==> src/rtl/ssymm_pkg.sv <==
// Shared types, constants and helper functions for the symmetric matrix multiply unit.
// Used by the fpu, datapath, controller and top modules of the block; has no dependencies of its own.
package ssymm_pkg;

    localparam int MAX_DIM   = 16;
    localparam int IDX_W     = $clog2(MAX_DIM);
    localparam int DIM_W     = $clog2(MAX_DIM) + 1;
    localparam int DEPTH     = MAX_DIM * MAX_DIM;
    localparam int ADDR_W    = 2 * IDX_W;
    localparam int FP_W      = 32;
    localparam int CFG_IDX_W = 3;
    localparam int IN_DATA_W = 40;

    localparam logic [FP_W-1:0] FP_ONE   = 32'h3F80_0000;
    localparam logic [FP_W-1:0] FP_QNAN  = 32'hFFC0_0000;
    localparam logic [FP_W-1:0] FP_QUIET = 32'h0040_0000;

    // configuration register indexes
    localparam logic [CFG_IDX_W-1:0] CFG_SIDE_RIGHT = 3'd0;
    localparam logic [CFG_IDX_W-1:0] CFG_UPPER      = 3'd1;
    localparam logic [CFG_IDX_W-1:0] CFG_ROWS_M     = 3'd2;
    localparam logic [CFG_IDX_W-1:0] CFG_COLS_N     = 3'd3;
    localparam logic [CFG_IDX_W-1:0] CFG_ALPHA      = 3'd4;
    localparam logic [CFG_IDX_W-1:0] CFG_BETA       = 3'd5;

    typedef enum logic [1:0] {
        ACT_WR_A = 2'd0,
        ACT_WR_B = 2'd1,
        ACT_WR_C = 2'd2,
        ACT_READ = 2'd3
    } action_t;

    // fpu operand selection; also implies the operation
    typedef enum logic [2:0] {
        FS_C_BETA,
        FS_A_B,
        FS_SUM_TMP,
        FS_ALPHA_SUM,
        FS_ACC_TMP
    } fsel_t;

    typedef enum logic [1:0] {
        FD_NONE,
        FD_TMP,
        FD_SUM,
        FD_ACC
    } fdst_t;

    typedef enum logic [3:0] {
        S_IDLE,
        S_CRD,
        S_CSCALE,
        S_CWAIT,
        S_PREP,
        S_KRD,
        S_KMUL,
        S_KMW,
        S_KADD,
        S_KAW,
        S_TMUL,
        S_TMW,
        S_TADD,
        S_TAW,
        S_FIN
    } state_t;

    typedef struct packed {
        logic  item_take;
        logic  acc_zero;
        logic  acc_c;
        logic  fpu_start;
        fsel_t fsel;
        fdst_t fdst;
        logic  sum_clr;
        logic  k_clr;
        logic  k_inc;
        logic  out_load;
    } cmd_t;

    typedef struct packed {
        logic is_read;
        logic req_ok;
        logic beta_zero;
        logic beta_one;
        logic alpha_zero;
        logic kmax_zero;
        logic k_last;
        logic fpu_done;
    } stat_t;

    function automatic logic [5:0] clz48(input logic [47:0] v);
        logic [5:0] n;
        n = 6'd0;
        for (int i = 0; i < 48; i++) begin
            if (v[i]) n = 6'(47 - i);
        end
        return n;
    endfunction

    function automatic logic [4:0] clz28(input logic [27:0] v);
        logic [4:0] n;
        n = 5'd0;
        for (int i = 0; i < 28; i++) begin
            if (v[i]) n = 5'(27 - i);
        end
        return n;
    endfunction

endpackage

==> src/rtl/ssymm_ctrl.sv <==
// Controller: input/output handshakes and the sequencing of one result read.
// Depends on ssymm_pkg; drives ssymm_datapath through cmd_t and reads stat_t.
module ssymm_ctrl (
    input  logic             clk,
    input  logic             rst_n,
    input  logic             s_axis_tvalid,
    output logic             s_axis_tready,
    output logic             m_axis_tvalid,
    input  logic             m_axis_tready,
    input  ssymm_pkg::stat_t st,
    output ssymm_pkg::cmd_t  cmd
);
    import ssymm_pkg::*;

    state_t state_reg, state_next;
    logic out_valid_reg, out_valid_next;
    logic take;

    assign s_axis_tready = (state_reg == S_IDLE);
    assign take = s_axis_tvalid && s_axis_tready;
    assign m_axis_tvalid = out_valid_reg;

    always_comb
    begin
        state_next = state_reg;
        unique case (state_reg)
            S_IDLE:
            begin
                if (take && st.is_read)
                begin
                    state_next = st.req_ok ? S_CRD : S_FIN;
                end
            end
            S_CRD:    state_next = S_CSCALE;
            S_CSCALE: state_next = (st.beta_zero || st.beta_one) ? S_PREP : S_CWAIT;
            S_CWAIT:  if (st.fpu_done) state_next = S_PREP;
            S_PREP:
            begin
                priority if (st.alpha_zero) state_next = S_FIN;
                else if (st.kmax_zero)      state_next = S_TMUL;
                else                        state_next = S_KRD;
            end
            S_KRD:    state_next = S_KMUL;
            S_KMUL:   state_next = S_KMW;
            S_KMW:    if (st.fpu_done) state_next = S_KADD;
            S_KADD:   state_next = S_KAW;
            S_KAW:    if (st.fpu_done) state_next = st.k_last ? S_TMUL : S_KRD;
            S_TMUL:   state_next = S_TMW;
            S_TMW:    if (st.fpu_done) state_next = S_TADD;
            S_TADD:   state_next = S_TAW;
            S_TAW:    if (st.fpu_done) state_next = S_FIN;
            S_FIN:    if (!out_valid_reg || m_axis_tready) state_next = S_IDLE;
            default:  state_next = S_IDLE;
        endcase
    end

    always_comb
    begin
        cmd = '0;
        cmd.fsel = FS_C_BETA;
        cmd.fdst = FD_NONE;
        cmd.item_take = take;
        unique case (state_reg)
            S_CSCALE:
            begin
                cmd.acc_zero = st.beta_zero;
                cmd.acc_c = !st.beta_zero && st.beta_one;
                cmd.fpu_start = !st.beta_zero && !st.beta_one;
            end
            S_CWAIT: cmd.fdst = FD_ACC;
            S_PREP:
            begin
                cmd.sum_clr = 1'b1;
                cmd.k_clr = 1'b1;
            end
            S_KMUL:
            begin
                cmd.fpu_start = 1'b1;
                cmd.fsel = FS_A_B;
            end
            S_KMW:   cmd.fdst = FD_TMP;
            S_KADD:
            begin
                cmd.fpu_start = 1'b1;
                cmd.fsel = FS_SUM_TMP;
            end
            S_KAW:
            begin
                cmd.fdst = FD_SUM;
                cmd.k_inc = st.fpu_done;
            end
            S_TMUL:
            begin
                cmd.fpu_start = 1'b1;
                cmd.fsel = FS_ALPHA_SUM;
            end
            S_TMW:   cmd.fdst = FD_TMP;
            S_TADD:
            begin
                cmd.fpu_start = 1'b1;
                cmd.fsel = FS_ACC_TMP;
            end
            S_TAW:   cmd.fdst = FD_ACC;
            S_FIN:   cmd.out_load = !out_valid_reg || m_axis_tready;
            default: ;
        endcase
    end

    always_comb
    begin
        out_valid_next = out_valid_reg;
        if (cmd.out_load)
        begin
            out_valid_next = 1'b1;
        end
        else if (m_axis_tready)
        begin
            out_valid_next = 1'b0;
        end
    end

    always_ff @(posedge clk or negedge rst_n)
    begin
        if (!rst_n)
        begin
            state_reg <= S_IDLE;
            out_valid_reg <= 1'b0;
        end
        else
        begin
            state_reg <= state_next;
            out_valid_reg <= out_valid_next;
        end
    end

    // a new result never overwrites one still waiting to be taken
    a_out_free: assert property (@(posedge clk) disable iff (!rst_n)
        cmd.out_load |-> (!out_valid_reg || m_axis_tready))
        else $error("output register overwritten");

    a_oor_fast: assert property (@(posedge clk) disable iff (!rst_n)
        (take && st.is_read && !st.req_ok) |=> (state_reg == S_FIN))
        else $error("out of range read did not go straight to output");

    a_fpu_lat: assert property (@(posedge clk) disable iff (!rst_n)
        cmd.fpu_start |=> !st.fpu_done)
        else $error("fpu done one cycle after start");

endmodule

==> config.mk <==
export PLATFORM = sky130hd
export DESIGN_NAME = ssymm_ctrl
export DESIGN_NICKNAME = d
export VERILOG_FILES = /design/src/rtl/ssymm_pkg.sv /design/src/rtl/ssymm_ctrl.sv
export SDC_FILE = /design/constraint.sdc
export NUM_CORES = 1
export LEC_CHECK = 0
export CORE_ASPECT_RATIO = 0.9
export CORE_UTILIZATION = 40
export CTS_CLUSTER_DIAMETER = 150
export DETAILED_ROUTE_END_ITERATION = 12
export DONT_BUFFER_PORTS = 1
export PLACE_DENSITY = 0.57
export SYNTH_ARGS = -nofsm -noshare
export SYNTH_HDL_FRONTEND = slang
export SYNTH_SLANG_ARGS = --single-unit
==> constraint.sdc <==
create_clock -name clk -period 1.5 [get_ports clk]
set_input_delay 0.15 -clock clk [delete_from_list [all_inputs] [get_ports clk]]
set_output_delay 0.15 -clock clk [all_outputs]
set_load 0.1 [all_outputs]
==> results.py, run 1 <==
metrics = {
    "outcome": {
        "failing_step": "global routing (5_1_grt)",
        "status": "stopped before the end",
        "error_line": "[ERROR DPL-0038] Utilization greater than 100%, impossible to legalize",
    },
    "synth": {
        "synth_commonest_cells": "7 x nand2_1, 5 x dfrtp_1, 5 x nor3_1",
        "synth_top_family_by_area": "simple AND/OR/NAND/NOR gates",
        "synthAdderAreaFrac": 0,
        "yosysMostFrequentCell": "nand2_1",
        "synth_top_area_frac": 0.211,
        "synth.yosys.seq_area_share": 0.211,
        "yosys.area_share.xor_xnor": 0.0148,
        "synth_seq_cells": 5,
        "syn_area_per_cell_um2": 7.49,
        "synth_area_leader_cell": "dfrtp_1",
        "synth_area_leaders": "dfrtp_1 21%, nand2_1 4.4%, nor3_1 4.2%, buf_4 3.8%, buf_12 3.4%",
        "synth-compound-area-share": 0.228,
        "async_flop_share": 1.00,
        "synthCells": 79,
        "synthSimpleGateAreaFrac": 0.359,
        "synthMuxAreaShare": 0.0359,
        "yosysWarnings": 0,
        "synth_ff_type": "dfrtp_1",
        "synth_edf_count": 0,
        "yosysUniqueCellTypes": 39,
        "syn-num-nets": 91,
        "netlist_area_um2": 592,
    },
    "floorplanning": {
        "initial_core_util": 0.453,
        "rows": 12,
        "die_h_um": 38.5,
        "die_width_um": 42.5,
        "ioPinCount": 27,
    },
    "place": {
        "portBuffers": 0,
        "place_ws_ps": -92.2,
        "routabilityCongestion": 0.832,
        "dp_hpwl_um": 1370,
    },
    "global_routing": {
        "grt_max_degree": 18,
    },
    "clock_network": {
        "cts_buffers": 3,
        "h-tree-depth": 1,
        "cts_root_buf": "clkbuf_4",
        "cts_sinks": 5,
        "clk_path_buf_depth": 2,
    },
    "sta": {
        "endpoint_type": "top-level output",
        "postGrtWorstEndpoint": "cmd[2]",
    },
}
## cells by family after synthesis
family	Yosys count
AOI/OAI and AO/OA	21
xor gates and xnor gates	1
buffers and inverters	13
DFF	5
muxes	2
and+or+nand+nor	37
## through the flow
step,instances,utilization,hold WS (ps),setup TNS (ps),cell area [um^2]
after CTS,117,0.884,121,-2500,1150
after detailed placement,107,0.721,-146,-316,942
after global placement,107,0.721,-145,-226,942
after floorplan,79,-,-146,-4700,728
## timing repair
item                                   CTS
resized for setup                       32
gates cloned                             0
setup buffers                            5
pin swaps                               11
endpoints found under the hold margin    5
hold buffers                             1
setup endpoints to repair               17
==> run 2: changes to the inputs <==
==> config.mk (replaced) <==
export PLATFORM = sky130hd
export DESIGN_NAME = ssymm_ctrl
export DESIGN_NICKNAME = d
export VERILOG_FILES = /design/src/rtl/ssymm_pkg.sv /design/src/rtl/ssymm_ctrl.sv
export SDC_FILE = /design/constraint.sdc
export NUM_CORES = 1
export LEC_CHECK = 0
export CORE_AREA = 2 2 63 65
export DETAILED_ROUTE_END_ITERATION = 12
export DIE_AREA = 0 0 65 67
export DONT_BUFFER_PORTS = 1
export PLACE_DENSITY_LB_ADDON = 0.15
export SYNTH_ARGS = -nofsm -noshare
export SYNTH_HDL_FRONTEND = slang
export SYNTH_SLANG_ARGS = --single-unit
==> constraint.sdc (replaced) <==
create_clock -name clk -period 2 [get_ports clk]
set_input_delay 0.2 -clock clk [delete_from_list [all_inputs] [get_ports clk]]
set_output_delay 0.2 -clock clk [all_outputs]
set_load 0.1 [all_outputs]
==> run 2 against run 1 <==
Against the previous run:
- the flow now finishes without violations
- synthesized cell count unchanged
- synthesized area unchanged
==> results.py, run 2 <==
metrics = {
    "outcome": {
        "status": "completed",
    },
    "sta": {
        "finalCritPeriodShare": 0.939,
        "rsz0062_at_grt": "no",
        "worst_slack_ps": 121,
        "skew_ps": 2.65,
        "slew_viol_final": 0,
        "finalSetupViolations": 0,
        "finalHoldViolations": 0,
        "maxSlewHeadroom": 0.607,
        "max_freq_mhz": 532,
        "tightest_slew_ps": 574,
        "fin_crit_ps": 1880,
    },
    "setup_path": {
        "r2r-start": "state_reg[1]",
        "r2r_setup_slack_ps": 250,
        "reg2reg_to": "state_reg[0]",
        "crit_fanout": 14,
        "critPathMaxStageDelay_ps": 480,
        "reg2regPathDepth": 4,
        "cp_cell_sequence": "nand2b_1, or3_1, clkinvlp_4, buf_12",
        "end_kind": "primary output",
        "required_ps": 1800,
        "cp-start-kind": "flip-flop",
        "critical_path_arrival_ps": 1680,
        "crit_slowest_cell": "dfrtp_2",
        "criticalPathCategory": "reg2out",
    },
    "drt": {
        "wl_met1_um": 851,
        "drc": 0,
        "drt_pass1_iterations": 4,
        "postRouteAntennaNets": 0,
        "wl_per_cell_um": 12.8,
        "vias": 619,
        "vias_per_cell": 4.39,
        "top_layer_used": "met3",
        "drtIter0Drc": 37,
        "route.met2.wl_um": 827,
        "totalWireLength_um": 1800,
        "wl_met3_um": 120,
    },
    "synth": {
        "synth_top_area_frac": 0.211,
        "synth_ff_type": "dfrtp_1",
        "synth_area_leader_cell": "dfrtp_1",
        "synth_top_family_by_area": "simple AND/OR/NAND/NOR gates",
        "yosysMostFrequentCell": "nand2_1",
        "synth-compound-area-share": 0.228,
        "async_flop_share": 1.00,
        "synth_seq_cells": 5,
        "synthMuxAreaShare": 0.0359,
        "synth_edf_count": 0,
        "synthSimpleGateAreaFrac": 0.359,
        "yosysWarnings": 0,
        "synthCells": 79,
        "syn-num-nets": 91,
        "yosys.area_share.xor_xnor": 0.0148,
        "netlist_area_um2": 592,
        "yosysUniqueCellTypes": 39,
        "synthAdderAreaFrac": 0,
        "synth_area_leaders": "dfrtp_1 21%, nand2_1 4.4%, nor3_1 4.2%, buf_4 3.8%, buf_12 3.4%",
        "syn_area_per_cell_um2": 7.49,
        "synth.yosys.seq_area_share": 0.211,
        "synth_commonest_cells": "7 x nand2_1, 5 x dfrtp_1, 5 x nor3_1",
    },
    "clock_network": {
        "cts_sinks": 5,
        "cts_buffers": 3,
        "h-tree-depth": 1,
        "tritoncts": "done",
        "clk_path_buf_depth": 2,
        "clock_latency_ps": 220,
        "cts_root_buf": "clkbuf_8",
        "path_clk_slew_ps": 40,
    },
    "cells_and_area": {
        "fillers": 395,
        "layout_common_cells": "11 x buf_4, 8 x buf_12, 7 x nand2_1",
        "insertedDiodeCount": 0,
        "final_common_cell": "buf_4",
        "nNetsFinal": 106,
        "area_delta_synth_final_pct": 58.1,
        "largest_reg_flops": 4,
        "layout-drive-gt1-share": 0.366,
    },
    "place": {
        "place_ws_ps": 236,
        "routabilityCongestion": 0.733,
        "dp_hpwl_um": 1480,
        "portBuffers": 0,
    },
    "floorplanning": {
        "dieArea_mm2": 0.00436,
        "die_h_um": 67,
        "ioPinCount": 27,
        "rows": 22,
        "core_area_mm2": 0.00361,
        "die_width_um": 65,
        "initial_core_util": 0.164,
    },
    "hold_path": {
        "min_path_type": "in2reg",
        "hold_depth": 2,
        "worstHoldEndpoint": "m_axis_tvalid",
        "hold_path.startpoint": "m_axis_tready",
    },
    "job": {
        "drv_cap": 0,
    },
    "global_routing": {
        "grt_antenna_before_repair": 0,
        "track_usage": 0.0890,
        "grt_pass1_vias": 634,
        "grt_pass1_wl_um": 3010,
        "grt-ovfl-total": 0,
        "grt_max_degree": 15,
    },
}
## run 2: cell counts after synthesis
Identical to the previous run, type by type.
## run 2: worst max-delay path: cells and delay by family (launching register included)
| family | cells | cell delay, ps |
|---|---|---|
| and+or+nand+nor | 2 | 610 |
| DFF | 1 | 480 |
| buffers and inverters | 2 | 350 |
## run 2: metrics by stage
stage | hold WS (ps) | instances | instance area (um^2) | utilization | TNS (ps)
6_report | 223 | 141 | 936 | 0.260 | 0
5_1_grt | 229 | 141 | 936 | 0.260 | 0
4_1_cts | 216 | 141 | 935 | 0.259 | 0
3_5_place_dp | -95.4 | 136 | 880 | 0.244 | 0
3_3_place_gp | -95.3 | 136 | 880 | 0.244 | 0
2_1_floorplan | -95.6 | 79 | 671 | - | -1050
## run 2: worst max-delay path by stage
stage / start / to / slack (ps)
3_5_place_dp: state_reg[3] / state_reg[2] / 240
6_report: state_reg[3] / cmd[3] / 120
5_1_grt: state_reg[1] / cmd[0] / 50
2_1_floorplan: state_reg[3] / cmd[12] / -340
4_1_cts: state_reg[3] / cmd[3] / 50
3_3_place_gp: state_reg[1] / state_reg[0] / 260
## run 2: repair_timing
item	CTS	global route
hold buffers	1	0
hold endpoints to repair	5	0
resized for setup	0	1
setup buffers	0	0
setup endpoints to repair	0	2
## run 2: area by class of cell
class	instances	area, um^2	share of cell area
multi-input combinational	61	437	0.467
timing repair buffer	20	253	0.270
sequential	5	126	0.135
tap	48	60.1	0.0642
clock buffer	4	45.0	0.0481
inverter	3	15.0	0.0160
## run 2: cells by family after synthesis
kind of cell           after synthesis
flip-flops                           5
buffers and inverters               13
XOR/XNOR                             1
AO/OA/AOI/OAI                       21
multiplexers                         2
AND/OR/NAND/NOR                     37
## run 2: layer usage
layer	GRT usage	vias up
li1	-	314
met1	0.124	284
met2	0.133	21
met3	0.0253	0
met4	0.0239	0
met5	0	-
Power of run 2 is left out: the tool's default activity adds up to more than one toggle a clock period on the data nets, which glitch-free logic cannot reach.
==> run 3: changes to the inputs <==
--- a/config.mk
+++ b/config.mk
@@ -9,7 +9,7 @@
 export DETAILED_ROUTE_END_ITERATION = 12
 export DIE_AREA = 0 0 65 67
 export DONT_BUFFER_PORTS = 1
-export PLACE_DENSITY_LB_ADDON = 0.15
+export PLACE_DENSITY = 0.3
 export SYNTH_ARGS = -nofsm -noshare
 export SYNTH_HDL_FRONTEND = slang
 export SYNTH_SLANG_ARGS = --single-unit
==> run 3 against run 2 <==
Against the previous run:
- fmax rose by 1.4%
- cell area rose by 0.80%
- critical path type unchanged
- via count rose by 3.9%
- highest routed layer unchanged
- largest cell class unchanged
==> results.py, run 3 (same netlist as run 2, synthesis figures left out) <==
metrics = {
    "drt": {
        "drtIter0Drc": 24,
        "drc": 0,
        "vias": 643,
        "wl_met1_um": 896,
        "wl_per_cell_um": 13.1,
        "route.met2.wl_um": 842,
        "drt_pass1_iterations": 4,
        "vias_per_cell": 4.53,
        "totalWireLength_um": 1860,
        "postRouteAntennaNets": 0,
        "top_layer_used": "met3",
        "wl_met3_um": 121,
    },
    "clock_network": {
        "clk_path_buf_depth": 2,
        "cts_resized": 0,
        "cts_setup_buffers": 0,
        "cts_root_buf": "clkbuf_8",
        "tritoncts": "done",
        "h-tree-depth": 1,
        "clock_latency_ps": 220,
        "cts_sinks": 5,
        "path_clk_slew_ps": 40,
        "cts_buffers": 3,
        "ctsHoldBuffers": 1,
    },
    "place": {
        "portBuffers": 0,
        "dpl.cell_count": 137,
        "place_ws_ps": 291,
        "dp_hpwl_um": 1500,
        "routabilityCongestion": 0.771,
    },
    "job": {
        "drv_cap": 0,
    },
    "floorplanning": {
        "core_area_mm2": 0.00361,
        "die_width_um": 65,
        "rows": 22,
        "dieArea_mm2": 0.00436,
        "initial_core_util": 0.164,
        "die_h_um": 67,
        "ioPinCount": 27,
    },
    "sta": {
        "slew_viol_final": 0,
        "maxSlewHeadroom": 0.689,
        "skew_ps": 2.53,
        "max_freq_mhz": 540,
        "finalSetupTns_ps": 0,
        "finalSetupViolations": 0,
        "worst_slack_ps": 147,
        "finalHoldViolations": 0,
        "rsz0062_at_grt": "no",
        "fin_crit_ps": 1850,
        "tightest_slew_ps": 466,
        "finalCritPeriodShare": 0.927,
    },
    "cells_and_area": {
        "final_common_cell": "buf_4",
        "largest_reg_flops": 4,
        "nNetsFinal": 107,
        "layout_common_cells": "12 x buf_4, 8 x buf_12, 7 x nand2_1",
        "area_delta_synth_final_pct": 59.4,
        "final_cells": 142,
        "insertedDiodeCount": 0,
        "fillers": 407,
        "layout-drive-gt1-share": 0.372,
        "final_util": 0.262,
    },
    "setup_path": {
        "critPathMaxStageDelay_ps": 620,
        "path_delay_family": "flip-flops",
        "cp_cell_sequence": "and2b_1, nand3_1, nor2_2, buf_12",
        "crit_buf_inv": 1,
        "criticalPathCategory": "reg2out",
        "crit_slowest_cell": "dfrtp_1",
        "required_ps": 1800,
        "end_kind": "primary output",
        "critical_path_arrival_ps": 1650,
        "crit_fanout": 14,
        "cp-start-kind": "flip-flop",
    },
    "global_routing": {
        "grt_pass1_wl_um": 2990,
        "grt_pass1_vias": 653,
        "grt_max_degree": 18,
        "track_usage": 0.0888,
        "grt_antenna_before_repair": 0,
        "grt-ovfl-total": 0,
    },
    "outcome": {
        "status": "completed",
    },
    "hold_path": {
        "min_path_type": "in2reg",
    },
}
run 3: path summary, 6_finish.rpt:
| check | start | end | slack [ps] | depth (start not counted) |
|---|---|---|---|---|
| setup reg to reg | state_reg[3] | state_reg[2] | 300 | 5 |
| min in group asynchronous | rst_n | state_reg[3] | 280 | 1 |
| hold reg to reg | m_axis_tvalid | m_axis_tvalid | 720 | 2 |
| hold / removal | st[6] | state_reg[0] | 210 | 2 |
| max in group asynchronous | rst_n | state_reg[0] | 1500 | 1 |
| setup / recovery | state_reg[1] | cmd[0] | 150 | 4 |
run 3: per-layer routing:
metal / global-route usage / vias to the layer above
li1: - / 314
met3: 0.0236 / 0
met5: 0 / -
met4: 0.0160 / 0
met1: 0.132 / 309
met2: 0.128 / 20
run 3: metrics by stage:
stage                     area (um^2)  hold slack, ps
after floorplan                   671           -95.6
after global placement            887           -95.4
after CTS                         943             199
final                             943             205
after detailed placement          887           -95.4
after global routing              943             235
run 3: final cells by class:
type / count / area (um^2) / share of cell area
multi-input combinational: 61 / 437 / 0.463
timing repair buffer: 21 / 260 / 0.276
clock buffer: 3 / 41.3 / 0.0438
clock inverter: 1 / 5.00 / 0.00531
sequential: 5 / 125 / 0.133
tap: 48 / 60.1 / 0.0637
inverter: 3 / 15.0 / 0.0159
Power of run 3 is left out for the same reason.
==> run 4: changes to the inputs <==
--- a/config.mk
+++ b/config.mk
@@ -9,6 +9,7 @@
 export DETAILED_ROUTE_END_ITERATION = 12
 export DIE_AREA = 0 0 65 67
 export DONT_BUFFER_PORTS = 1
+export MAX_ROUTING_LAYER = met4
 export PLACE_DENSITY = 0.3
 export SYNTH_ARGS = -nofsm -noshare
 export SYNTH_HDL_FRONTEND = slang
==> run 4 against run 3 <==
Against the previous run:
- fmax hardly changed
- critical endpoint unchanged
- register-to-register slack hardly changed
- wire length stayed put
- worst hold slack hardly changed
==> results.py, run 4 (same netlist as run 2, synthesis figures left out) <==
metrics = {
    "cells_and_area": {
        "nNetsFinal": 107,
        "fillers": 407,
        "seq_area_um2": 125,
        "layout_common_cells": "12 x buf_4, 8 x buf_12, 7 x nand2_1",
        "multi_input_area_um2": 437,
        "largest_reg_flops": 4,
        "final_common_cell": "buf_4",
        "area_delta_synth_final_pct": 59.4,
        "layout-drive-gt1-share": 0.372,
        "insertedDiodeCount": 0,
        "fin_area_um2": 943,
    },
    "sta": {
        "skew_ps": 2.55,
        "finalSetupViolations": 0,
        "fin_crit_ps": 1850,
        "maxSlewHeadroom": 0.689,
        "finalHoldViolations": 0,
        "whs_ps": 205,
        "tightest_slew_ps": 466,
        "finalCritPeriodShare": 0.926,
        "slew_viol_final": 0,
        "rsz0062_at_grt": "no",
        "max_freq_mhz": 540,
    },
    "setup_path": {
        "criticalPathCategory": "reg2out",
        "cp-start-kind": "flip-flop",
        "required_ps": 1800,
        "r2r-start": "state_reg[3]",
        "end_kind": "primary output",
        "critical_path_arrival_ps": 1650,
        "reg2reg_to": "state_reg[2]",
        "crit_fanout": 14,
        "r2r_setup_slack_ps": 300,
        "reg2regPathDepth": 5,
    },
    "drt": {
        "wl_per_cell_um": 13.1,
        "vias": 645,
        "totalWireLength_um": 1860,
        "drc": 0,
        "postRouteAntennaNets": 0,
        "drtIter0Drc": 23,
        "drt_pass1_iterations": 4,
        "vias_per_cell": 4.54,
    },
    "floorplanning": {
        "core_area_mm2": 0.00361,
        "die_width_um": 65,
        "dieArea_mm2": 0.00436,
        "ioPinCount": 27,
        "initial_core_util": 0.164,
        "rows": 22,
        "die_h_um": 67,
    },
    "global_routing": {
        "grt_antenna_before_repair": 0,
        "grt_pass1_wl_um": 2990,
        "grt_pass1_vias": 654,
        "grt_max_degree": 18,
        "grt-ovfl-total": 0,
        "track_usage": 0.0912,
    },
    "clock_network": {
        "clock_latency_ps": 220,
        "path_clk_slew_ps": 40,
        "cts_setup_buffers": 0,
        "clk_path_buf_depth": 2,
        "cts_root_buf": "clkbuf_8",
        "tritoncts": "done",
        "h-tree-depth": 1,
        "cts_sinks": 5,
        "cts_buffers": 3,
    },
    "place": {
        "dpl_cell_area_um2": 887,
        "portBuffers": 0,
        "routabilityCongestion": 0.781,
        "dp_hpwl_um": 1500,
    },
    "job": {
        "drv_cap": 0,
    },
    "hold_path": {
        "hold_path.startpoint": "st[6]",
        "worstHoldEndpoint": "state_reg[0]",
        "min_path_type": "in2reg",
        "hold_depth": 2,
    },
    "outcome": {
        "status": "completed",
    },
}
==> run 4: cell counts in the layout (fill, tap and decap cells not counted) <==
No cell type changed its count.
==> run 4: how the worst max path moves through the flow <==
stage | startpoint | to | slack [ps] | depth (start not counted)
6_report | state_reg[1] | cmd[0] | 150 | 4
5_1_grt | state_reg[1] | cmd[0] | 20 | 4
4_1_cts | state_reg[3] | cmd[2] | 150 | 4
3_5_place_dp | state_reg[3] | state_reg[2] | 290 | 5
3_3_place_gp | state_reg[3] | state_reg[2] | 230 | 5
2_1_floorplan | state_reg[3] | cmd[12] | -340 | 4
==> run 4: worst max-delay path, cell delays in order (launching register included) <==
cell	delay, ps
dfrtp_1	620
and2b_1	320
nand3_1	140
nor2_2	150
buf_12	190
==> run 4: timing repair <==
item                      in CTS  in global routing
hold buffers                   1                  0
resized for setup              0                  0
hold endpoints to repair       5                  0
==> run 4: final cells by class <==
| type | count | area share |
|---|---|---|
| inverters | 3 | 0.0159 |
| repair buffers | 21 | 0.276 |
| flip-flops and latches | 5 | 0.133 |
| clock inverters | 1 | 0.00531 |
| well taps | 48 | 0.0637 |
| multi-input cells | 61 | 0.463 |
| clock buffers | 3 | 0.0438 |
==> run 4: metrics by stage <==
stage               setup WS [ps]  instances   util  TNS [ps]
finish                        148        142  0.262         0
global placement              233        137  0.246         0
floorplan                    -336         79      -     -1050
CTS                           145        142  0.262         0
detailed placement            291        137  0.246         0
global route                 19.5        142  0.262         0
==> run 4: per-layer routing <==
| layer | vias to the layer above | wire length, um | track usage |
|---|---|---|---|
| met1 | 311 | 903 | 0.133 |
| met4 | 0 | 0 | 0.0160 |
| met2 | 20 | 835 | 0.128 |
| met3 | 0 | 119 | 0.0220 |
| li1 | 314 | - | - |
| met5 | - | 0 | - |
Power of run 4 is left out for the same reason.
